File: src/rtl/core/hws_pkg.sv
package hws_pkg;

  localparam int WINDOW     = 20;
  localparam int SEQ_MAX_LEN = 4096;

  localparam int RES_W   = 8;
  localparam int POS_W   = 13;
  localparam int THR_W   = 10;
  localparam int MP_W    = 7;
  localparam int SCORE_W = 12;
  localparam int FILL_W  = $clog2(WINDOW + 1);
  localparam int CIDX_W  = 2;
  localparam int CDATA_W = 10;
  localparam int ODATA_W = 32;

  localparam int OQ_DEPTH = 4;
  localparam int OQ_PTR_W = 2;
  localparam int OQ_CNT_W = 3;

  localparam logic [POS_W-1:0] MAX_POS     = POS_W'(SEQ_MAX_LEN);
  localparam logic [POS_W-1:0] WIN_SPAN    = POS_W'(WINDOW - 1);
  localparam logic [THR_W-1:0] THR_RESET   = THR_W'(500);
  localparam logic [MP_W-1:0]  MP_RESET    = MP_W'(5);
  localparam logic [RES_W-1:0] CODE_FIRST  = 8'h41;
  localparam logic [RES_W-1:0] CODE_LAST   = 8'h5A;

  localparam logic signed [SCORE_W-1:0] UNKNOWN_SCORE = -12'sd1000;

  localparam logic signed [SCORE_W-1:0] SCORE_TABLE [26] = '{
    12'sd616, -12'sd1000, 12'sd680, 12'sd28, 12'sd43, 12'sd1000, 12'sd501,
    12'sd165, 12'sd943, -12'sd1000, 12'sd283, 12'sd943, 12'sd738, 12'sd236,
    -12'sd1000, 12'sd711, 12'sd251, 12'sd0, 12'sd359, 12'sd450, -12'sd1000,
    12'sd825, 12'sd878, -12'sd1000, 12'sd880, -12'sd1000
  };

  typedef enum logic [CIDX_W-1:0] {
    REG_THRESHOLD = 2'd0,
    REG_MAX_POLAR = 2'd1
  } cfg_reg_t;

  typedef enum logic {
    KIND_SEGMENT = 1'b0,
    KIND_MARKER  = 1'b1
  } res_kind_t;

  typedef struct packed {
    res_kind_t        kind;
    logic [POS_W-1:0] start_pos;
    logic [POS_W-1:0] end_pos;
    logic             any_found;
    logic             truncated;
    logic             run_end;
  } res_t;

  typedef struct packed {
    logic shift;
    logic clear;
  } cell_ctrl_t;

  typedef struct packed {
    logic advance;
    logic flag;
    logic drop;
  } win_ctrl_t;

  function automatic logic signed [SCORE_W-1:0] hws_score(input logic [RES_W-1:0] code);
    logic [4:0] idx;
    idx = 5'(code - CODE_FIRST);
    if (code >= CODE_FIRST && code <= CODE_LAST) begin
      return SCORE_TABLE[idx];
    end
    return UNKNOWN_SCORE;
  endfunction

endpackage

File: src/rtl/core/hydropathy_window_segment_scan.sv
// Each result is written into a four-entry result queue when its residue is accepted
// and is shown on out_tvalid from it. One residue per cycle while the queue has room
// for two entries; a segment that coincides with the end marker pushes two results.
// Reset (rst_n low, synchronous): window cells, counters and queue clear,
// score_threshold returns to 500 and max_polar to 5.
module hydropathy_window_segment_scan (
  input  logic                         clk,
  input  logic                         rst_n,
  input  logic                         in_tvalid,
  output logic                         in_tready,
  input  logic [hws_pkg::RES_W-1:0]    in_tdata,   // [7:0] residue
  input  logic                         in_tlast,   // seq_end
  output logic                         out_tvalid,
  input  logic                         out_tready,
  output logic [hws_pkg::ODATA_W-1:0]  out_tdata,  // [12:0] start_pos, [25:13] end_pos,
                                                   // [26] any_found, [27] truncated
  output logic                         out_tuser,  // kind
  output logic                         out_tlast,  // run_end
  input  logic                         cfg_valid,
  output logic                         cfg_ready,
  input  logic [hws_pkg::CIDX_W-1:0]   cfg_index,
  input  logic [hws_pkg::CDATA_W-1:0]  cfg_data
);
  import hws_pkg::*;

  logic [THR_W-1:0] thr_r;
  logic [MP_W-1:0]  maxp_r;
  logic [POS_W-1:0] pos_r;
  logic [POS_W-1:0] pos_nxt;
  logic [POS_W-1:0] end_p;
  logic             found_r;
  logic             found_nxt;
  logic             ovf_r;
  logic             ovf_nxt;
  logic             in_fire;
  logic             full_seq;
  logic             polar;
  logic             hit;
  logic             space_two;
  logic [1:0]       push_cnt;
  win_ctrl_t        wctrl;
  res_t             seg_res;
  res_t             mark_res;
  res_t             push_a;
  res_t             push_b;
  res_t             out_res;

  assign cfg_ready = 1'b1;
  assign in_tready = space_two;
  assign in_fire   = in_tvalid && in_tready;

  always_ff @(posedge clk) begin
    if (!rst_n) begin
      thr_r  <= THR_RESET;
      maxp_r <= MP_RESET;
    end else if (cfg_valid && cfg_ready) begin
      case (cfg_index)
        REG_THRESHOLD: thr_r  <= cfg_data[THR_W-1:0];
        REG_MAX_POLAR: maxp_r <= cfg_data[MP_W-1:0];
        default: ;
      endcase
    end
  end

  always_comb begin
    full_seq = pos_r >= MAX_POS;
    polar    = hws_score(in_tdata) < $signed({2'b00, thr_r});
    end_p    = pos_r + POS_W'(1);

    wctrl.advance = in_fire && !full_seq;
    wctrl.flag    = polar;
    wctrl.drop    = in_fire && in_tlast;

    seg_res.kind      = KIND_SEGMENT;
    seg_res.start_pos = end_p - WIN_SPAN;
    seg_res.end_pos   = end_p;
    seg_res.any_found = 1'b0;
    seg_res.truncated = 1'b0;
    seg_res.run_end   = !in_tlast;

    mark_res.kind      = KIND_MARKER;
    mark_res.start_pos = '0;
    mark_res.end_pos   = '0;
    mark_res.any_found = found_r || hit;
    mark_res.truncated = ovf_r || full_seq;
    mark_res.run_end   = 1'b1;

    push_a   = hit ? seg_res : mark_res;
    push_b   = mark_res;
    push_cnt = 2'(hit) + 2'(in_fire && in_tlast);

    pos_nxt   = pos_r;
    found_nxt = found_r || hit;
    ovf_nxt   = ovf_r || (in_fire && full_seq);
    if (wctrl.advance) begin
      pos_nxt = end_p;
    end
    if (wctrl.drop) begin
      pos_nxt   = '0;
      found_nxt = 1'b0;
      ovf_nxt   = 1'b0;
    end
  end

  always_ff @(posedge clk) begin
    if (!rst_n) begin
      pos_r   <= '0;
      found_r <= 1'b0;
      ovf_r   <= 1'b0;
    end else begin
      pos_r   <= pos_nxt;
      found_r <= found_nxt;
      ovf_r   <= ovf_nxt;
    end
  end

  hws_window u_window (
    .clk       (clk),
    .rst_n     (rst_n),
    .ctrl      (wctrl),
    .max_polar (maxp_r),
    .hit       (hit)
  );

  hws_outq u_outq (
    .clk       (clk),
    .rst_n     (rst_n),
    .push_cnt  (push_cnt),
    .push_a    (push_a),
    .push_b    (push_b),
    .space_two (space_two),
    .pop_valid (out_tvalid),
    .pop_ready (out_tready),
    .pop_data  (out_res)
  );

  assign out_tdata = ODATA_W'({out_res.truncated, out_res.any_found,
                               out_res.end_pos, out_res.start_pos});
  assign out_tuser = out_res.kind;
  assign out_tlast = out_res.run_end;

`ifndef SYNTHESIS
  a_end_clears: assert property (@(posedge clk) disable iff (!rst_n)
    (in_fire && in_tlast) |=> (pos_r == '0) && !found_r && !ovf_r)
    else $error("sequence state not cleared after end");

  a_pos_bound: assert property (@(posedge clk) disable iff (!rst_n)
    pos_r <= MAX_POS)
    else $error("position past maximum length");

  a_hit_needs_step: assert property (@(posedge clk) disable iff (!rst_n)
    hit |-> in_fire && !full_seq)
    else $error("segment without accepted residue");
`endif

endmodule

File: src/rtl/core/hws_cell.sv
module hws_cell (
  input  logic              clk,
  input  logic              rst_n,
  input  hws_pkg::cell_ctrl_t ctrl,
  input  logic              flag_in,
  output logic              flag_out
);
  import hws_pkg::*;

  logic flag_r;
  logic flag_nxt;

  always_comb begin
    flag_nxt = flag_r;
    if (ctrl.clear) begin
      flag_nxt = 1'b0;
    end else if (ctrl.shift) begin
      flag_nxt = flag_in;
    end
  end

  always_ff @(posedge clk) begin
    if (!rst_n) begin
      flag_r <= 1'b0;
    end else begin
      flag_r <= flag_nxt;
    end
  end

  assign flag_out = flag_r;

endmodule

File: src/rtl/core/hws_window.sv
module hws_window (
  input  logic                   clk,
  input  logic                   rst_n,
  input  hws_pkg::win_ctrl_t     ctrl,
  input  logic [hws_pkg::MP_W-1:0] max_polar,
  output logic                   hit
);
  import hws_pkg::*;

  logic [WINDOW-1:0] flags;
  logic [FILL_W-1:0] count_r;
  logic [FILL_W-1:0] count_nxt;
  logic [FILL_W-1:0] count_step;
  logic [FILL_W-1:0] fill_r;
  logic [FILL_W-1:0] fill_nxt;
  logic [FILL_W-1:0] fill_step;
  cell_ctrl_t        cctrl;

  always_comb begin
    count_step = count_r - FILL_W'(flags[WINDOW-1]) + FILL_W'(ctrl.flag);
    if (fill_r >= FILL_W'(WINDOW)) begin
      fill_step = FILL_W'(WINDOW);
    end else begin
      fill_step = fill_r + FILL_W'(1);
    end
    hit = ctrl.advance && (fill_step == FILL_W'(WINDOW)) &&
          (MP_W'(count_step) <= max_polar);
    cctrl.shift = ctrl.advance;
    cctrl.clear = hit || ctrl.drop;
    count_nxt = count_r;
    fill_nxt  = fill_r;
    if (cctrl.clear) begin
      count_nxt = '0;
      fill_nxt  = '0;
    end else if (ctrl.advance) begin
      count_nxt = count_step;
      fill_nxt  = fill_step;
    end
  end

  always_ff @(posedge clk) begin
    if (!rst_n) begin
      count_r <= '0;
      fill_r  <= '0;
    end else begin
      count_r <= count_nxt;
      fill_r  <= fill_nxt;
    end
  end

  genvar i;
  generate
    for (i = 0; i < WINDOW; i++) begin : g_cell
      if (i == 0) begin : g_head
        hws_cell u_cell (
          .clk      (clk),
          .rst_n    (rst_n),
          .ctrl     (cctrl),
          .flag_in  (ctrl.flag),
          .flag_out (flags[i])
        );
      end else begin : g_body
        hws_cell u_cell (
          .clk      (clk),
          .rst_n    (rst_n),
          .ctrl     (cctrl),
          .flag_in  (flags[i-1]),
          .flag_out (flags[i])
        );
      end
    end
  endgenerate

`ifndef SYNTHESIS
  a_fill_bound: assert property (@(posedge clk) disable iff (!rst_n)
    fill_r <= FILL_W'(WINDOW))
    else $error("window fill above window size");

  a_count_le_fill: assert property (@(posedge clk) disable iff (!rst_n)
    count_r <= fill_r)
    else $error("polar count exceeds window fill");

  a_count_matches: assert property (@(posedge clk) disable iff (!rst_n)
    count_r == FILL_W'($countones(flags)))
    else $error("polar count out of step with cell flags");

  a_hit_empties: assert property (@(posedge clk) disable iff (!rst_n)
    hit |=> (fill_r == '0) && (flags == '0))
    else $error("window not emptied after segment");
`endif

endmodule

File: src/rtl/core/hws_outq.sv
module hws_outq (
  input  logic          clk,
  input  logic          rst_n,
  input  logic [1:0]    push_cnt,
  input  hws_pkg::res_t push_a,
  input  hws_pkg::res_t push_b,
  output logic          space_two,
  output logic          pop_valid,
  input  logic          pop_ready,
  output hws_pkg::res_t pop_data
);
  import hws_pkg::*;

  res_t                mem_r [OQ_DEPTH];
  logic [OQ_PTR_W-1:0] wp_r;
  logic [OQ_PTR_W-1:0] wp_nxt;
  logic [OQ_PTR_W-1:0] rp_r;
  logic [OQ_PTR_W-1:0] rp_nxt;
  logic [OQ_CNT_W-1:0] cnt_r;
  logic [OQ_CNT_W-1:0] cnt_nxt;
  logic                pop;

  assign pop       = pop_valid && pop_ready;
  assign pop_valid = cnt_r != '0;
  assign pop_data  = mem_r[rp_r];
  assign space_two = cnt_r <= OQ_CNT_W'(OQ_DEPTH - 2);

  always_comb begin
    wp_nxt  = wp_r + OQ_PTR_W'(push_cnt);
    rp_nxt  = rp_r + OQ_PTR_W'(pop);
    cnt_nxt = cnt_r + OQ_CNT_W'(push_cnt) - OQ_CNT_W'(pop);
  end

  always_ff @(posedge clk) begin
    if (!rst_n) begin
      wp_r  <= '0;
      rp_r  <= '0;
      cnt_r <= '0;
    end else begin
      wp_r  <= wp_nxt;
      rp_r  <= rp_nxt;
      cnt_r <= cnt_nxt;
    end
  end

  always_ff @(posedge clk) begin
    if (push_cnt != 2'd0) begin
      mem_r[wp_r] <= push_a;
    end
    if (push_cnt == 2'd2) begin
      mem_r[wp_r + OQ_PTR_W'(1)] <= push_b;
    end
  end

`ifndef SYNTHESIS
  a_cnt_bound: assert property (@(posedge clk) disable iff (!rst_n)
    cnt_r <= OQ_CNT_W'(OQ_DEPTH))
    else $error("result queue overfilled");

  a_ptr_gap: assert property (@(posedge clk) disable iff (!rst_n)
    OQ_PTR_W'(wp_r - rp_r) == OQ_PTR_W'(cnt_r))
    else $error("queue pointers disagree with count");

  a_push_room: assert property (@(posedge clk) disable iff (!rst_n)
    (push_cnt != 2'd0) |-> (cnt_r - OQ_CNT_W'(pop) + OQ_CNT_W'(push_cnt)
                            <= OQ_CNT_W'(OQ_DEPTH)))
    else $error("push into full result queue");
`endif

endmodule
File: config.mk
export PLATFORM = sky130hd
export DESIGN_NAME = hydropathy_window_segment_scan
export DESIGN_NICKNAME = d
export VERILOG_FILES = /design/src/rtl/core/hws_pkg.sv /design/src/rtl/core/hydropathy_window_segment_scan.sv /design/src/rtl/core/hws_cell.sv /design/src/rtl/core/hws_window.sv /design/src/rtl/core/hws_outq.sv
export SDC_FILE = /design/constraint.sdc
export NUM_CORES = 1
export LEC_CHECK = 0
export ABC_AREA = 1
export BUFFER_PORTS_ARGS = -buffer_cell sky130_fd_sc_hd__buf_2
export CORE_MARGIN = 2
export CORE_UTILIZATION = 65
export CTS_BUF_LIST = sky130_fd_sc_hd__clkbuf_8 sky130_fd_sc_hd__clkbuf_16
export CTS_CLUSTER_SIZE = 8
export DETAILED_ROUTE_END_ITERATION = 8
export PLACE_DENSITY = 0.94
export SLEW_MARGIN = 20
export SYNTH_ARGS = -nofsm -noshare
export SYNTH_HDL_FRONTEND = slang
export SYNTH_SLANG_ARGS = --single-unit
File: constraint.sdc
create_clock -name clk -period 10.53 [get_ports clk]
set_clock_uncertainty 0.2 [all_clocks]
set_input_delay 1.5795 -clock clk [delete_from_list [all_inputs] [get_ports clk]]
set_output_delay 1.5795 -clock clk [all_outputs]
set_load 0.02 [all_outputs]
==> results.md <==
* Worst path most repeated cell: nand2_1
* Post-CTS Setup Bufs at 0
* Port Buffer Count at 57
* Max-Cap Viols at 0
* Fin nets at 1,330
* Initial antenna violation count at 0
* Reg-to-Reg Start: thr_r[7]
* Top-Level Pins at 63
* Horiz. Die Dim at 122 um
* CTS max path bufs at 2
* Worst slew pin tran at 0.982 ns
* Synthesized cell area at 9040 um2
* Root Driver: clkbuf_16
* Leading area contributor after synthesis: dfxtp_1
* Slew Viols, Final at 0
* Routed via count at 8,581
* Die Area at 14,900 um2
* Prevailing post-synth register cell: dfxtp_1
* Initial drt markers at 905
* Hold depth at 2
* Drt pass-1 iters at 6
* Critical path class: in -> reg
* Total Routing Usage GR at 31.0%
* Clk slew on worst S/H paths at 0.07 ns
* Peak VDD IR at 0.122 mV
* Hold_buf cts at 0
* Synth async-reset ratio at 0%
* Post-layout util at 72.2%
* Post-synth EDFFs at 8
* Avg Vias per Cell at 5.90
* Synth top area share at 40.1%
* Die Span Y at 122 um
* Yosys warns at 0
* R2R setup slack at 4.37 ns
* Final number of setup-violating endpoints at 0
* Post-cts resize count at 0
* CP max FO at 26
* Clk sinks at 189
* Hold Crit Start: u_outq.mem_r[1][12]
* RR Endpoint: u_outq.mem_r[3][7]
* Starting Density at 65.9%
* Syn Inst Count at 1,240
* CP Capture Type: flop
* Share of cells above drive strength 1 at 10.3%
* Clk_lat worst skew at 0.45 ns
* Critical Path RT at 10.63 ns
* Number of cells on the worst reg-to-reg path at 23
* Minimum clock period at 8.71 ns
* Hold path endpoint: u_outq.mem_r[1][12]
* Static Leak at 4.22 nW
* WP data arrival at 8.81 ns
* Sequential-to-total area share from yosys stat at 42.7%
* First-pass GRT wire length at 36.7 mm
* Htree depth at 4
* Setup_tns at 0 ns
* Period utilization at 82.7%
* Yosys cell types at 47
* Synthesized flop and latch total at 189
* Ant. Diodes at 0
* Slew headroom at 34.5%
* Antenna viol nets, final at 0
* Routed Wire Length at 22.6 mm
* Largest net degree at the start of global routing at 61
* Standard-cell rows at 43
* Clock tree from TritonCTS: yes
* Vias in the first global route at 8,014
* Fin. Hold Viols at 0
* Slowest cell on crit path: clkinv_1
* Max Clock Freq at 0.115 GHz
* Gp weighted congestion at 0.967
* Startpoint class of the critical path: input port
* DR DRC count at 0
* Status: complete, no violations
* Wire length per cell at 15.5 um
* RSZ-0062 raised after global routing: false
* Core ar. at 13,700 um2
* Synthesized area per cell at 7.29 um2
* Syn-to-layout area delta at 9.49%
* TritonCTS Buffers at 17
* Power density over the cells at 221 nW/um2
* Hpwl dp at 14.7 mm
* Synth top area cells: dfxtp_1 40%, nand2_1 12%, o21ai_0 10%, ha_1 5.4%, nor2_1 5.0%
* Crit-path max cell delay at 0.74 ns
* HP Class: reg -> reg
* Overflow after GRT at 0
==> synth_stat cells (4+ instances only) <==
cell type / count
nor2_1: 121
ha_1: 39
dfxtp_1: 181
a21oi_2: 5
edfxtp_1: 8
nand4_1: 5
o211ai_1: 10
inv_2: 12
nand2_1: 289
o21ai_1: 21
nand2_2: 5
nor3_1: 10
xor2_1: 11
nor2_2: 4
o22ai_1: 31
buf_4: 6
nand3_1: 23
clkbuf_1: 48
nor3_2: 5
a211oi_1: 9
inv_1: 104
o21ai_0: 184
a21oi_1: 72
==> logic make-up after synthesis <==
logic type | count (synthesis) | share of synthesized area [%]
buffers and inverters | 178 | 7.75
adder cells (fa/ha/maj) | 41 | 5.84
XOR/XNOR | 16 | 1.84
flip-flops | 189 | 42.7
other | 2 | 0.0830
AND/OR/NAND/NOR | 471 | 21.3
AO/OA/AOI/OAI | 343 | 20.5
==> sequential cells by signal, summed over array words and instances, names as in the netlist <==
| register | cells |
|---|---|
| ovf_r | 1 |
| u_outq.cnt_r | 3 |
| u_window.count_r | 5 |
| thr_r | 10 |
| pos_r | 13 |
| u_window.g_cell.g_body.u_cell.flag_out | 19 |
| u_outq.rp_r | 2 |
| u_outq.wp_r | 2 |
| u_window.fill_r | 5 |
| u_window.g_cell.g_head.u_cell.flag_out | 1 |
| maxp_r | 7 |
| found_r | 1 |
| u_outq.mem_r | 120 |
==> per-layer routing <==
layer,global-route usage (%),vias to the layer above,part of all wire [%]
met1,36.9,3964,40
met5,0,-,0
li1,-,4127,-
met2,52.9,419,49
met3,6.32,71,7.6
met4,15.9,0,3.5
==> worst max-delay path by stage <==
stage | start | end | slack, ns | depth (start not counted)
2_1_floorplan | in_tdata[0] | u_outq.mem_r[3][28] | 3.57 | 34
3_3_place_gp | in_tdata[0] | u_outq.mem_r[3][28] | 1.91 | 33
3_5_place_dp | in_tdata[0] | u_outq.mem_r[3][10] | 1.54 | 30
4_1_cts | in_tdata[0] | u_outq.mem_r[3][10] | 1.98 | 31
5_1_grt | in_tdata[1] | u_outq.mem_r[3][10] | 1.09 | 34
6_report | in_tdata[0] | u_outq.mem_r[3][7] | 1.82 | 31
==> worst max-delay path: cells and delay by family <==
| kind | cells | cell delay, ns |
|---|---|---|
| simple gates | 12 | 2.28 |
| fa+ha+maj | 6 | 1.81 |
| buf+inv | 5 | 1.79 |
| compound gates | 7 | 1.13 |
| xor+xnor | 1 | 0.22 |
==> metrics by stage <==
stage	area (um2)	setup slack (ns)	hold WS (ns)	std cells	total power, mW
after floorplan	9060	3.57	0.221	1243	1.37
after global placement	9340	1.91	0.231	1424	1.54
after detailed placement	9340	1.54	0.238	1424	1.56
after CTS	9900	1.98	0.253	1455	2.18
after global routing	9900	1.09	0.263	1455	2.30
final	9900	1.82	0.254	1455	2.18
==> power breakdown <==
group          internal [mW]  leakage (nW)  switching, mW
clock network          0.339         0.285          0.284
registers              0.784          1.55         0.0445
logic                  0.233          2.39          0.499
==> cells in the final DEF, fill, tap and decap left out, drive strengths merged, types with 16 or more instances in the layout <==
cell | Yosys | final
nor2 | 125 | 125
nor3 | 16 | 16
nand3 | 24 | 24
dfxtp | 181 | 181
inv | 116 | 123
o21ai | 207 | 207
a21oi | 77 | 77
clkbuf | 48 | 18
o22ai | 31 | 31
ha | 39 | 39
nand2 | 294 | 294
buf | 12 | 61
==> area by class of cell <==
class | instances | area (um2)
Timing Repair Buffer | 61 | 315
Multi-Input combinational cell | 876 | 4490
Fill cell | 1038 | 3820
Clock inverter | 13 | 113
Clock buffer | 18 | 450
Tap cell | 180 | 225
Sequential cell | 189 | 3860
Inverter | 118 | 443
Note: power is estimated with default switching activity, not from simulation.
